File: src/hw/rtl/modinv_pkg.sv
// shared types, constants and control structs for the modular inverse block
package modinv_pkg;

	// word width of value, modulus, inverse and gcd
	localparam int WORD_BITS = 32;
	// bit counter width for the shift-subtract divider
	localparam int CNT_W = $clog2(WORD_BITS);

	typedef logic [WORD_BITS-1:0] word_t;
	typedef logic [CNT_W-1:0]     cnt_t;

	// last step index of one division
	localparam cnt_t CNT_LAST = cnt_t'(WORD_BITS - 1);

	// input transaction
	typedef struct packed {
		word_t value;
		word_t modulus;
	} operand_t;

	// output transaction
	typedef struct packed {
		word_t inverse;
		logic  has_inverse;
		word_t gcd_value;
	} result_t;

	// controller states
	typedef enum logic [2:0] {
		ST_IDLE,
		ST_TEST,
		ST_DIVIDE,
		ST_UPDATE,
		ST_FINISH
	} state_t;

	// commands from controller to datapath
	typedef struct packed {
		logic load;
		logic div_start;
		logic div_step;
		logic update;
		logic finish;
	} dp_cmd_t;

	// status from datapath to controller
	typedef struct packed {
		logic nr_zero;
		logic out_busy;
	} dp_sts_t;

endpackage

File: src/hw/rtl/modinv_ctrl.sv
// controller state machine sequencing the euclid rounds and the divider steps
module modinv_ctrl (
	input  logic               clk,
	input  logic               arst_n,
	input  logic               operand_valid,
	output logic               operand_stall,
	input  modinv_pkg::dp_sts_t sts,
	output modinv_pkg::dp_cmd_t cmd
);
	import modinv_pkg::*;

	state_t state_q, state_d;
	cnt_t   cnt_q;

	// state register
	always_ff @(posedge clk or negedge arst_n) begin
		if (!arst_n) begin
			state_q <= ST_IDLE;
		end else begin
			state_q <= state_d;
		end
	end

	// divider step counter
	always_ff @(posedge clk or negedge arst_n) begin
		if (!arst_n) begin
			cnt_q <= '0;
		end else if (cmd.div_start) begin
			cnt_q <= '0;
		end else if (cmd.div_step) begin
			cnt_q <= cnt_q + cnt_t'(1);
		end
	end

	// next state and commands
	always_comb begin
		state_d       = state_q;
		cmd           = '0;
		operand_stall = 1'b1;
		unique case (state_q)
			ST_IDLE: begin
				operand_stall = 1'b0;
				if (operand_valid) begin
					cmd.load = 1'b1;
					state_d  = ST_TEST;
				end
			end
			ST_TEST: begin
				if (sts.nr_zero) begin
					state_d = ST_FINISH;
				end else begin
					cmd.div_start = 1'b1;
					state_d       = ST_DIVIDE;
				end
			end
			ST_DIVIDE: begin
				cmd.div_step = 1'b1;
				if (cnt_q == CNT_LAST) begin
					state_d = ST_UPDATE;
				end
			end
			ST_UPDATE: begin
				cmd.update = 1'b1;
				state_d    = ST_TEST;
			end
			ST_FINISH: begin
				if (!sts.out_busy) begin
					cmd.finish = 1'b1;
					state_d    = ST_IDLE;
				end
			end
			default: begin
				state_d = ST_IDLE;
			end
		endcase
	end

`ifndef ASSERT_OFF
	// a result is never written over one still waiting downstream
	a_finish_free: assert property (@(posedge clk) disable iff (!arst_n)
		cmd.finish |-> !sts.out_busy)
		else $error("finish issued while output register busy");

	// a round update follows a complete division
	a_full_division: assert property (@(posedge clk) disable iff (!arst_n)
		(state_q == ST_UPDATE) |-> ($past(state_q) == ST_DIVIDE && $past(cnt_q) == CNT_LAST))
		else $error("update without a full division");
`endif

endmodule

File: src/hw/rtl/modinv_dp.sv
// datapath: remainder and cofactor registers, shift-subtract divider, output register
module modinv_dp (
	input  logic                clk,
	input  logic                arst_n,
	input  modinv_pkg::operand_t operand,
	input  modinv_pkg::dp_cmd_t  cmd,
	output modinv_pkg::dp_sts_t  sts,
	output modinv_pkg::result_t  result,
	output logic                result_valid,
	input  logic                result_stall
);
	import modinv_pkg::*;

	word_t   m_q, r_q, nr_q;
	word_t   t_q, nt_q;
	logic    t_neg_q, nt_neg_q;
	word_t   p_q, d_q, acc_q;
	result_t rsp_q;
	logic    rsp_valid_q;

	logic [WORD_BITS:0] shifted, diff;
	logic               qbit;
	word_t              p_next, acc_next;
	logic               ok;
	word_t              inv_sel;
	result_t            rsp_d;

	// one restoring division step, quotient bit folded into q*nt on the fly
	always_comb begin
		shifted  = {p_q, d_q[WORD_BITS-1]};
		diff     = shifted - {1'b0, nr_q};
		qbit     = ~diff[WORD_BITS];
		p_next   = qbit ? diff[WORD_BITS-1:0] : shifted[WORD_BITS-1:0];
		acc_next = {acc_q[WORD_BITS-2:0], 1'b0} + (qbit ? nt_q : '0);
	end

	// final result from the last nonzero remainder and its cofactor
	always_comb begin
		ok      = (r_q <= word_t'(1));
		inv_sel = (t_neg_q && (t_q != '0)) ? (m_q - t_q) : t_q;
		rsp_d.inverse     = ok ? inv_sel : '0;
		rsp_d.has_inverse = ok;
		rsp_d.gcd_value   = r_q;
	end

	// remainder pair and cofactors
	always_ff @(posedge clk) begin
		if (cmd.load) begin
			m_q      <= operand.modulus;
			r_q      <= operand.modulus;
			nr_q     <= operand.value;
			t_q      <= '0;
			nt_q     <= word_t'(1);
			t_neg_q  <= 1'b1;
			nt_neg_q <= 1'b0;
		end else if (cmd.update) begin
			r_q      <= nr_q;
			nr_q     <= p_q;
			t_q      <= nt_q;
			nt_q     <= acc_q + t_q;
			t_neg_q  <= nt_neg_q;
			nt_neg_q <= ~nt_neg_q;
		end
	end

	// divider registers
	always_ff @(posedge clk) begin
		if (cmd.div_start) begin
			p_q   <= '0;
			d_q   <= r_q;
			acc_q <= '0;
		end else if (cmd.div_step) begin
			p_q   <= p_next;
			d_q   <= {d_q[WORD_BITS-2:0], 1'b0};
			acc_q <= acc_next;
		end
	end

	// output payload
	always_ff @(posedge clk) begin
		if (cmd.finish) begin
			rsp_q <= rsp_d;
		end
	end

	// output valid
	always_ff @(posedge clk or negedge arst_n) begin
		if (!arst_n) begin
			rsp_valid_q <= 1'b0;
		end else if (cmd.finish) begin
			rsp_valid_q <= 1'b1;
		end else if (!result_stall) begin
			rsp_valid_q <= 1'b0;
		end
	end

	assign sts.nr_zero   = (nr_q == '0);
	assign sts.out_busy  = rsp_valid_q && result_stall;
	assign result        = rsp_q;
	assign result_valid  = rsp_valid_q;

`ifndef ASSERT_OFF
	// partial remainder stays below the divisor
	a_rem_below: assert property (@(posedge clk) disable iff (!arst_n)
		cmd.div_step |=> (p_q < nr_q))
		else $error("partial remainder not below divisor");

	// a result shows up only after a finish command
	a_valid_source: assert property (@(posedge clk) disable iff (!arst_n)
		$rose(rsp_valid_q) |-> $past(cmd.finish))
		else $error("result valid without finish");

	// an inverse is flagged only for a unit or zero gcd
	a_flag_gcd: assert property (@(posedge clk) disable iff (!arst_n)
		rsp_valid_q |-> (!rsp_q.has_inverse || (rsp_q.gcd_value <= word_t'(1))))
		else $error("inverse flagged with gcd above one");
`endif

endmodule

File: src/hw/rtl/modular_inverse_32.sv
// top level of the extended euclidean modular inverse block
//
//   channel   valid           stall           payload
//   operand   operand_valid   operand_stall   operand (value, modulus)
//   result    result_valid    result_stall    result (inverse, has_inverse, gcd_value)
//
// one transaction at a time; each euclid round passes test, divide and update,
// with divide driven by the one-bit-per-cycle shift-subtract divider
// per item: load, rounds until the remainder is zero, finish when the output is free
// a new operand is taken as soon as the previous result sits in the output register
// reset clears only the controller and the output valid; no clearing pass
// result_stall holds the finished result and delays the next completion only
module modular_inverse_32 (
	input  logic                 clk,
	input  logic                 arst_n,
	input  logic                 operand_valid,
	output logic                 operand_stall,
	input  modinv_pkg::operand_t operand,
	output logic                 result_valid,
	input  logic                 result_stall,
	output modinv_pkg::result_t  result
);
	import modinv_pkg::*;

	dp_cmd_t cmd;
	dp_sts_t sts;

	// controller
	modinv_ctrl u_ctrl (
		.clk           (clk),
		.arst_n        (arst_n),
		.operand_valid (operand_valid),
		.operand_stall (operand_stall),
		.sts           (sts),
		.cmd           (cmd)
	);

	// datapath
	modinv_dp u_dp (
		.clk          (clk),
		.arst_n       (arst_n),
		.operand      (operand),
		.cmd          (cmd),
		.sts          (sts),
		.result       (result),
		.result_valid (result_valid),
		.result_stall (result_stall)
	);

endmodule

File: config.mk
export PLATFORM = sky130hd
export DESIGN_NAME = modular_inverse_32
export DESIGN_NICKNAME = d
export VERILOG_FILES = /design/src/hw/rtl/modinv_pkg.sv /design/src/hw/rtl/modinv_ctrl.sv /design/src/hw/rtl/modinv_dp.sv /design/src/hw/rtl/modular_inverse_32.sv
export SDC_FILE = /design/constraint.sdc
export NUM_CORES = 1
export LEC_CHECK = 0
export ABC_AREA = 1
export BUFFER_PORTS_ARGS = -buffer_cell sky130_fd_sc_hd__buf_2
export CORE_ASPECT_RATIO = 2
export CORE_MARGIN = 2
export CORE_UTILIZATION = 55
export CTS_CLUSTER_DIAMETER = 80
export DETAILED_ROUTE_END_ITERATION = 10
export PLACE_DENSITY = 0.73
export SLEW_MARGIN = 40
export SYNTH_ARGS = -nofsm -noshare
export SYNTH_HDL_FRONTEND = slang
export SYNTH_SLANG_ARGS = --single-unit
File: constraint.sdc
create_clock -name clk -period 4.97 [get_ports clk]
set_input_delay 0.497 -clock clk [delete_from_list [all_inputs] [get_ports clk]]
set_output_delay 0.497 -clock clk [all_outputs]
set_load 0.01 [all_outputs]
== After elaboration in Yosys (flattened, before gate mapping) ==
Cells that the tools add are included.
Operators by class
  mux-type cells: 27
  $add $sub $neg: 5
  order comparisons: 1
  shift operators: 0
  equal/unequal tests: 9
  reductions and logical operators: 8
  divide/modulo/power cells: 0
  multiply operators: 0
  bitwise gates (word level): 1
Operator list (number)
  $mux W32: 9
  $add A32 B32 Y32: 2
  $sub A33 B32 Y33: 1
  $le A32 B1 Y1 const B: 1
  $logic_not A32 Y1: 1
  $reduce_bool A32 Y1: 1
  $sub A32 B32 Y32: 1
  $pmux W3 S5: 1
  $mux W3: 4
  $mux W1: 11
  $mux W5: 2
  $eq A3 B2 Y1 const B: 2
  $add A5 B1 Y5 const B: 1
  $eq A5 B5 Y1 const B: 1
  $ne A2 B1 Y1 const B: 2
  $ne A2 B2 Y1 const B: 2
  $reduce_bool A2 Y1: 2
  $eq A3 B1 Y1 const B: 1
  $eq A3 B3 Y1 const B: 1
  $logic_not A3 Y1: 1
  $reduce_and A3 Y1: 1
  $logic_and A1 B1 Y1: 2
  $not A1 Y1: 1
Storage, ports and cells
  bits in registers: 332
  memories: 0
  ROM bits: 0
  bits in latches: 0
  memory bits (writable): 0

== Depth between registers and ports, before layout ==
Gate-level depths: netlist of run 1.
  word-level depth: 4
  depth in mapped cells: 33

== Modules after synthesis ==
A second synthesis of run 1 with hierarchy kept.
Second synthesis, totals
  cells, all modules: 2587
  area, all modules: 20221.9 um^2
Modules (own cells, without submodules)
  modinv_dp: instances 1, cells each 2531, seq. area each 8423.1 um^2, area an instance 19770.2 um^2
  modinv_ctrl: instances 1, cells each 56, seq. area each 200.2 um^2, area an instance 451.7 um^2

== Worst setup path after synthesis of run 1 ==
OpenSTA, ideal clock, no wires.
  kind: flip-flop to flip-flop
  start point: register u_ctrl.state_q[1]
  end point: register u_dp.rsp_q, in the netlist u_dp.result[0], enable pin
  data required time: 4460 ps
  setup time: 510 ps
  slack: 656 ps
  cell stages (with the launch flop): 4
  arrival time: 3805 ps
  period minus slack after synthesis: 4314 ps
  path buffers: 0
  path through: dfrtp_1 > nor2_1 > nand2_1 > a21oi_1
RTL lines
  from (decl): line modinv_ctrl.sv:12  | state_t state_q, state_d;
  from (signal assigned): line modinv_ctrl.sv:20  | state_q <= state_d;
  to (signal assigned): line modinv_dp.sv:82  | rsp_q <= rsp_d;
  to (decl): line modinv_dp.sv:18  | result_t rsp_q;

== Final worst setup path of run 1 ==
  start point: register u_dp.nr_q[0]
  end point: register u_dp.acc_q[27]
Between the ends
  cells in the longest elaborated chain, start to end: 3
  elaborated cells on any way between the ends: 6
  classes of those cells: 2 x add/sub; 3 x mux; 1 x reduce/logical
RTL lines
  from (decl): line modinv_dp.sv:14  | word_t m_q, r_q, nr_q;
  from (signal assigned): line modinv_dp.sv:51  | nr_q <= operand.value;
  from (signal assigned): line modinv_dp.sv:58  | nr_q <= p_q;
  $sub A33 B32 Y33 / $logic_not A32 Y1 (equally long branches): line modinv_dp.sv:31, modinv_dp.sv:97
  $mux W32 / $mux W1 (equally long branches): line modinv_dp.sv:34, modinv_ctrl.sv:49
  $add A32 B32 Y32 / $mux W1 (equally long branches): line modinv_dp.sv:34, modinv_ctrl.sv:40
  to (signal assigned): line modinv_dp.sv:75  | acc_q <= acc_next;
  to (decl): line modinv_dp.sv:17  | word_t p_q, d_q, acc_q;
Several ways; a longest one is shown, not always the timed one.
A chain may end at the register's enable or synchronous reset.

==> results of run 1 <==
power groups by stage:
stage	logic [uW]	clock network (uW)	registers (uW)
5_1_grt	10400	2670	5120
3_5_place_dp	9140	0	5060
4_1_cts	9210	2580	5010
3_3_place_gp	9030	0	5040
6_report	9340	2550	5060
2_1_floorplan	6680	0	4660
worst paths after layout:
path	startpoint	endpoint	slack, ns	depth (start not counted)
max	u_dp.nr_q[0]	u_dp.acc_q[27]	0.66	28
min	operand[5]	u_dp.m_q[5]	0.08	1
max reg2reg	u_dp.nr_q[0]	u_dp.acc_q[27]	0.66	28
min reg2reg	u_dp.nt_neg_q	u_dp.nt_neg_q	0.46	2
max in group asynchronous	arst_n	u_ctrl.cnt_q[4]	4.49	2
min in group asynchronous	arst_n	u_dp.result_valid	0.29	2
registers in the layout, indices dropped and copies added (netlist names):
name               count
u_dp.t_neg_q           1
u_dp.t_q              32
u_dp.p_q              32
u_dp.acc_q            32
u_dp.result           65
u_ctrl.state_q         3
u_dp.m_q              32
u_ctrl.cnt_q           5
u_dp.nr_q             32
u_dp.r_q              32
u_dp.result_valid      1
u_dp.nt_q             32
u_dp.nt_neg_q          1
u_dp.d_q              32
layout by cell type, fill, tap and decap left out, types with 8 or more instances in the layout:
master       n
a21o_1      22
o21ai_1     22
edfxtp_1   193
o21ai_0    242
nor2_1     239
o21a_1      20
buf_4       11
a21boi_0     8
dfxtp_1    130
o21bai_1    20
o22ai_1     13
nor3_1      23
clkbuf_16   31
dfrtp_1      9
nand2_2      9
xnor2_1     21
nand2_1    573
xor2_1      45
o211ai_1    28
ha_1       126
inv_2       10
inv_1      358
a21oi_1    228
nand3_1    114
nor4_1      13
buf_2      134
nand4_1     34
Yosys cell counts (3+ instances only):
library cell	count
a21boi_0	8
a21o_1	22
a21oi_1	229
a22o_1	3
a31oi_1	5
buf_1	6
buf_2	18
buf_6	3
clkbuf_1	48
dfrtp_1	9
dfxtp_1	130
edfxtp_1	193
fa_1	4
ha_1	126
inv_1	360
inv_2	9
nand2_1	576
nand2_2	6
nand3_1	116
nand3b_1	5
nand4_1	34
nor2_1	239
nor2_2	4
nor3_1	23
nor4_1	13
o211ai_1	28
o211ai_2	5
o21a_1	20
o21ai_0	242
o21ai_1	22
o21bai_1	20
o221ai_1	4
o22ai_1	13
or2_1	4
or2_2	5
xnor2_1	21
xor2_1	45
area by class of cell:
class	instances	area, um2	share of cell area (%)
antenna	2	5.00	0.0222
clock buffer	35	791	3.51
clock inverter	20	279	1.24
inverter	370	1390	6.18
multi-input combinational	1860	10100	44.7
sequential	332	8620	38.3
tap	454	568	2.52
timing repair buffer	149	806	3.58
metrics by stage:
stage / utilization (%) / hold WS, ns
after floorplan: - / 0.201
after global placement: 58.7 / 0.359
after detailed placement: 58.7 / 0.362
after CTS: 61.7 / 0.0588
after global routing: 61.7 / 0.0773
final: 61.7 / 0.0816
per-layer routing:
| layer | up-vias | part of all wire, % |
|---|---|---|
| li1 | 9043 | - |
| met5 | - | 0.035 |
| met3 | 280 | 4.7 |
| met1 | 8755 | 32 |
| met2 | 665 | 52 |
| met4 | 4 | 11 |
what timing repair did:
action	CTS	global route
resized for setup	0	0
hold buffers	1	0
hold endpoints to repair	9	0
setup buffers	0	0
kinds of logic (layout without fill, tap and decap cells):
family / count (synthesis) / after routing / synth area share, %
buffers and inverters: 446 / 574 / 8.45
and+or+nand+nor: 1034 / 1034 / 21.0
xor gates and xnor gates: 66 / 66 / 2.84
other: 0 / 2 / 0
AOI/OAI and AO/OA: 630 / 630 / 17.3
adders and majority gates: 130 / 130 / 8.13
DFF: 332 / 332 / 42.3
worst reg2reg max path, delay by kind of cell (launching register included):
kind,cells,cell delay [ns]
flip-flops,1,0.42
AND/OR/NAND/NOR,19,1.72
adder cells (fa/ha/maj),4,1.26
AO/OA/AOI/OAI,2,0.39
buffers and inverters,3,0.40
==> results, run 1 <==
- The sum of buffers and inverters on the critical path is 3.
- Dividing the detail-routed wire length by the instance count gives 22.2 um.
- The total power of the final layout is 17000 uW.
- The share of the Yosys chip area taken by registers is 42.3%.
- For the pin with the worst max-slew slack, the measured transition is 0.871 ns.
- The post-layout minimum cycle time is 4.31 ns.
- After floorplanning, the core was sized to cover 36500 um2.
- The most used cell along the critical path is nand2_1.
- For this run, global-route usage on met3 was measured as 5.18%.
- The run finished, with violations left.
- Synthesis produced 2638 cells.
- The power per cell area is 752 nW/um2.
- The global-route track usage on met1 is 34.5%.
- TritonCTS built the clock tree.
- At the worst endpoint, the required time is 5.47 ns.
- Of the total power, the share spent switching nets is 49.8%.
- The number of buffers between clock root and the deepest sink is 3.
- The x dimension of the die is 140 um.
- The number of DRC markers after the initial detailed-route iteration is 1297.
- Setup repair after global routing left no endpoint under its margin.
- Dividing the detail-routed via count by the number of cells gives 5.82.
- The post-synthesis async set-or-reset flop share is 2.71%.
- Summed over all failing endpoints, the final setup total negative slack is 0 ns.
- The ratio of cells with drive above 1 in the final layout is 8.71%.
- Row generation in the floorplan step produced 99 rows.
- The tool flagged a number of max-cap violations equal to 0.
- Grouping stages by cell kind, the critical path spends the most delay in simple AND/OR/NAND/NOR gates.
- The wire length of the first global-routing pass is 107000 um.
- In this run the number of H-tree levels came out at 1.
- The final standard cell area without fillers is 22500 um2.
- Once detailed placement completed, the half-perimeter wirelength came to 55800 um.
- The initial antenna violation count came to 3.
- The synthesis-stage register bit count is 332.
- The global routing's busiest layer is met2.
- The worst path setup slack after routing is 0.657 ns.
- Global routing consumed, over all layers together, 36.6% of the routing resources.
- The via count of the first global-routing pass is 18900.
- The slowest stage of the critical path is the edfxtp_1 cell.
- The die covers 38700 um2.
- The global placement routability congestion is 1.01.
- The internal cell power is 8520 uW.
- The floorplan step set the die height to 276 um.
- Along the worst path, the maximum fanout reaches 21.
- The final global-route overflow total is 0.
- The total instance count after detailed placement is 3164.
- Before CTS, the worst setup slack after placement is 0.697 ns.
- Summing over every cut layer, the via total after detailed routing is 18700.
- The power share of the combinational group is 55.1%.
- In the synthesized netlist the dominant register cell turns out to be edfxtp_1.
- The period utilization is 86.8%.
- The clock arrives with 0.0318 ns of skew.
- The standby leakage power is 0.0103 uW.
- Summed over all layers, the routed wires come to 71400 um.
- The root buffer cell chosen for the clock tree is clkbuf_16.
- The Yosys step of the flow raised 0 warnings.
- A synthesized cell averages 7.73 um2.
- The number of distinct library cell variants in the gate-level netlist after synthesis is 51.
- The relative max-transition margin is 41.9%.
- STA classifies the critical path endpoint as a register.
- The clock sink total is 332.
- The achievable frequency is 0.232 GHz.
- The number of nets in the finished design is 2941.
- The final reports fail on DRC.
- The maximum number of pins on one net before global-route repair is 91.
- The filler cell count is 3335.
- VDD sags by at most 0.000490 V.
- The biggest area contributor in the post-synthesis netlist is edfxtp_1.
- In this run the power spent charging and discharging nets is 8440 uW.
- The initial utilization of the core area, before any placement, comes to 55.8%.
- The detail route stage leaves a number of antenna-violating nets equal to 0.
- The number of clock buffers added by TritonCTS is 30.
- The area share of the leading cell type in the synthesized netlist is 28.4%.
- Per report_power, the sequential group accounts for 29.8% of the total.
- The stage delay of the slowest cell on the critical path is 0.42 ns.
- The final-report max-slew violation count was 0.
- The count of buffers inserted at the top-level ports is 134.
- The cell area after synthesis is 20400 um2.
- The post-detailed-placement cell area is 21500 um2.
- By area the synthesized netlist is led by edfxtp_1 28%, dfxtp_1 13%, nand2_1 11%.
- The pre-antenna-repair detailed-routing pass consisted of 8 iterations.
- The clock latency on the worst-skew pair is 0.62 ns.
- The number of top-level pins is 135.
- When the netlist entered floorplanning its net count stood at 2836.
- Relative to the synthesized area, the layout overhead comes to 10.6%.
- The met2 layer usage reported by global route is 67.8%.
- The tightest min-delay check is of the in2reg type.
- The critical path launch point type is a register.
- The worst path arrival time is 4.81 ns.
- The number of DRC violations after detailed routing is 8.
- Setup violations remaining at the end of the flow were counted as 0.
- The synthesized design contains 193 enable-type register cells.
- The final standard cell count with taps included and fillers excluded is 3222.
- The number of hold violations in the final report is 0.
- The clock transition at the registers of the reported paths is 0.07 ns.
- The part of the total power dissipated in the clock network is 15.1%.
- The type of the setup path with the least slack is reg2reg.
(Power assumes the default switching activity.)
==> run 2, diff against run 1 <==
--- a/config.mk
+++ b/config.mk
@@ -6,13 +6,13 @@
 export NUM_CORES = 1
 export LEC_CHECK = 0
 export ABC_AREA = 1
-export BUFFER_PORTS_ARGS = -buffer_cell sky130_fd_sc_hd__buf_2
 export CORE_ASPECT_RATIO = 2
 export CORE_MARGIN = 2
 export CORE_UTILIZATION = 55
 export CTS_CLUSTER_DIAMETER = 80
 export DETAILED_ROUTE_END_ITERATION = 10
-export PLACE_DENSITY = 0.73
+export DONT_BUFFER_PORTS = 1
+export PLACE_DENSITY = 0.7
 export SLEW_MARGIN = 40
 export SYNTH_ARGS = -nofsm -noshare
 export SYNTH_HDL_FRONTEND = slang
==> run 2 against run 1 <==
Against the previous run:
- the run still ends with DRC left
- global-route usage rose by 0.42 points
- register-to-register slack better by 0.04 ns
- sequential share of layout area increased by 0.46 points
- sequential cell count unchanged
- largest power group unchanged
- critical path type unchanged
- core utilization shrank 0.74 points
- highest routed layer is now met4
- via count down 1.7%
- first-iteration DRC count grew 17%
==> results, run 2 (synthesis results as in run 1) <==
- The clock skew is 0.0141 ns (-0.0177 ns).
- The kind of cell with the highest combined delay along the critical path is simple AND/OR/NAND/NOR gates.
- The total of cells resized after clock tree synthesis is 0 (unchanged).
- The standby leakage power came to 0.00997 uW (-3.4%).
- The final standard cell area without fillers was 22300 um2 (-1.2%).
- The half-perimeter wire length of the detailed placement result is 56400 um (+1.2%).
- The final global-route overflow total is 0 (unchanged).
- Setup repair after global routing left no endpoint under its margin.
- The relative max-transition margin is 35.0% (-6.9 points).
- The worst-margin pin slew is 0.965 ns (+0.0940 ns).
- The count of buffers inserted at the top-level ports is 0 (-100%).
- The most common library cell in the layout ignoring fill and taps is nand2_1.
- The internal cell power is 8550 uW (+0.44%).
- The sum of buffers and inverters on the critical path is 3 (unchanged).
- The proportion of power drawn by flip-flops and latches is 29.8% (about the same).
- The number of hold violations in the final report is 0 (unchanged).
- The number of rows in the core area is 99 (unchanged).
- For this design, the slowest cell found on the critical path is fa_1.
- The initial antenna violation count is 6 (+3).
- In the layout the commonest cells are 573 x nand2_1, 357 x inv_1, 242 x o21ai_0.
- By instance count, the cell type seen most on the critical path is nand2_1.
- The root buffer selected by CTS is clkbuf_16.
- The max-cap violation count is 0 (unchanged).
- The wire length of the first global-routing pass is 107000 um (+0.24%).
- The maximum number of pins on one net before global-route repair is 108 (+19%).
- The via count of the first global-routing pass is 18800 (-0.39%).
- The worst path arrival time is 4.78 ns (-0.03 ns).
- The switching power was 8470 uW (+0.40%).
- The placeable core region is 36500 um2 (unchanged).
- The power share of the combinational group is 55.0% (about the same).
- The post-detailed-placement cell area was 20800 um2 (-3.0%).
- The achievable frequency is 0.234 GHz (+0.88%).
- The number of DRC violations after detailed routing was 2 (-6).
- The final reports fail on DRC.
- The fraction of power spent switching nets is 49.8% (about the same).
- The full die area was 38700 um2 (unchanged).
- The worst setup path is of the reg2reg kind.
- The final-report max-slew violation count is 0 (unchanged).
- The endpoint required time on the critical path was 5.48 ns (about the same).
- The power per cell area is 765 nW/um2 (+1.6%).
- The number of optimization iterations in the first detailed-route pass is 9 (+1).
- The number of top-level pins is 135 (unchanged).
- The height of the die is 276 um (unchanged).
- The post-layout minimum cycle time is 4.28 ns (-0.0376 ns).
- The detailed-route wire length per cell is 23.1 um (+4.3%).
- The critical-path maximum fanout is 21 (unchanged).
- The number of H-tree levels came to 1 (unchanged).
- The stage delay of the slowest cell on the critical path came to 0.42 ns (about the same).
- The part of the total power dissipated in the clock network is 15.2% (about the same).
- The number of DRC markers after the initial detailed-route iteration is 1514 (+17%).
- The worst setup path is captured at a register.
- The number of nets in the finished design was 2841 (-3.4%).
- The critical path launch point type is a register.
- The post-route antenna net violation count is 0 (unchanged).
- The clock sink total came to 332 (unchanged).
- The largest vdd supply drop is 0.000547 V (+12%).
- The CTS tree is yes.
- The clock latency on the worst-skew pair came to 0.60 ns (-0.02 ns).
- The number of buffers between clock root and the deepest sink is 3 (unchanged).
- The total setup violations reported at the end of the flow is 0 (unchanged).
- The signed area change from the synthesized netlist to the final layout is 9.25%.
- The initial core utilization is 55.8% (unchanged).
- The clock transition at the registers of the reported paths was 0.07 ns (about the same).
- The post-CTS setup repair buffer count is 0 (unchanged).
- The classification of the worst-slack hold path is in2reg.
- The x dimension of the die is 140 um (unchanged).
- The period utilization is 86.0% (-0.76 points).
- The global-route usage over all layers is 37.0% (+0.42 points).
- The ratio of cells with drive above 1 in the final layout is 4.31% (-4.4 points).
- The total CTS buffers is 31 (+3.3%).
- The global placement routability congestion was 1.13 (+12%).
- The number of vias per cell after detailed routing is 5.89 (+1.2%).
- The post-detailed-routing wire length is 72400 um (+1.4%).
- The number of flip-flops under the largest register name is 65 (unchanged).
- The flow ran to the end, but the final reports show violations.
- The setup TNS came to 0 ns (unchanged).
- The number of vias in the routed layout is 18400 (-1.7%).
[run 2: worst paths after layout]
kind / start / end / slack, ns / cells after the start
max: u_dp.nr_q[0] / u_dp.acc_q[27] / 0.69 / 28
min: result_stall / u_dp.result_valid / 0.07 / 2
max reg2reg: u_dp.nr_q[0] / u_dp.acc_q[27] / 0.69 / 28
min reg2reg: u_ctrl.state_q[2] / u_ctrl.state_q[0] / 0.46 / 1
max in group asynchronous: arst_n / u_ctrl.cnt_q[1] / 4.42 / 1
min in group asynchronous: arst_n / u_dp.result_valid / 0.26 / 1
[run 2: power by group through the flow]
stage                     Combinational (uW)  Clock (uW)  Sequential, uW
final                                   9360        2590            5080
after global routing                   10400        2720            5130
after CTS                               9230        2630            5040
after detailed placement                9150           0            5090
after global placement                  9030           0            5070
after floorplan                         6680           0            4660
[run 2: per-stage QoR]
step	cells	power [uW]	hold slack, ns	util [%]	setup slack (ns)
global route	3132	18200	0.0588	60.9	0.277
floorplan	2638	11300	0.201	-	0.656
CTS	3122	16900	0.0411	60.9	0.717
finish	3132	17000	0.0701	60.9	0.695
detailed placement	3031	14200	0.202	57.0	0.737
global placement	3030	14100	0.202	56.8	0.728
[run 2: timing repair]
item	CTS	global route
hold endpoints to repair	41	0
hold buffers	33	0
setup endpoints to repair	0	0
[run 2: layout make-up]
cell class	instances	area (um2)
clock inverters	22	269
flip-flops and latches	332	8620
repair buffers	48	483
fillers	3301	14300
multi-input cells	1860	10100
diodes	10	25.0
clock buffers	36	825
well taps	454	568
inverters	370	1390
[run 2: routing by layer]
metal  GRT usage [%]  routed length, um
met4            37.5               9150
met5               0                  0
met2            68.9              37600
met1            32.3              22200
met3            5.40               3510
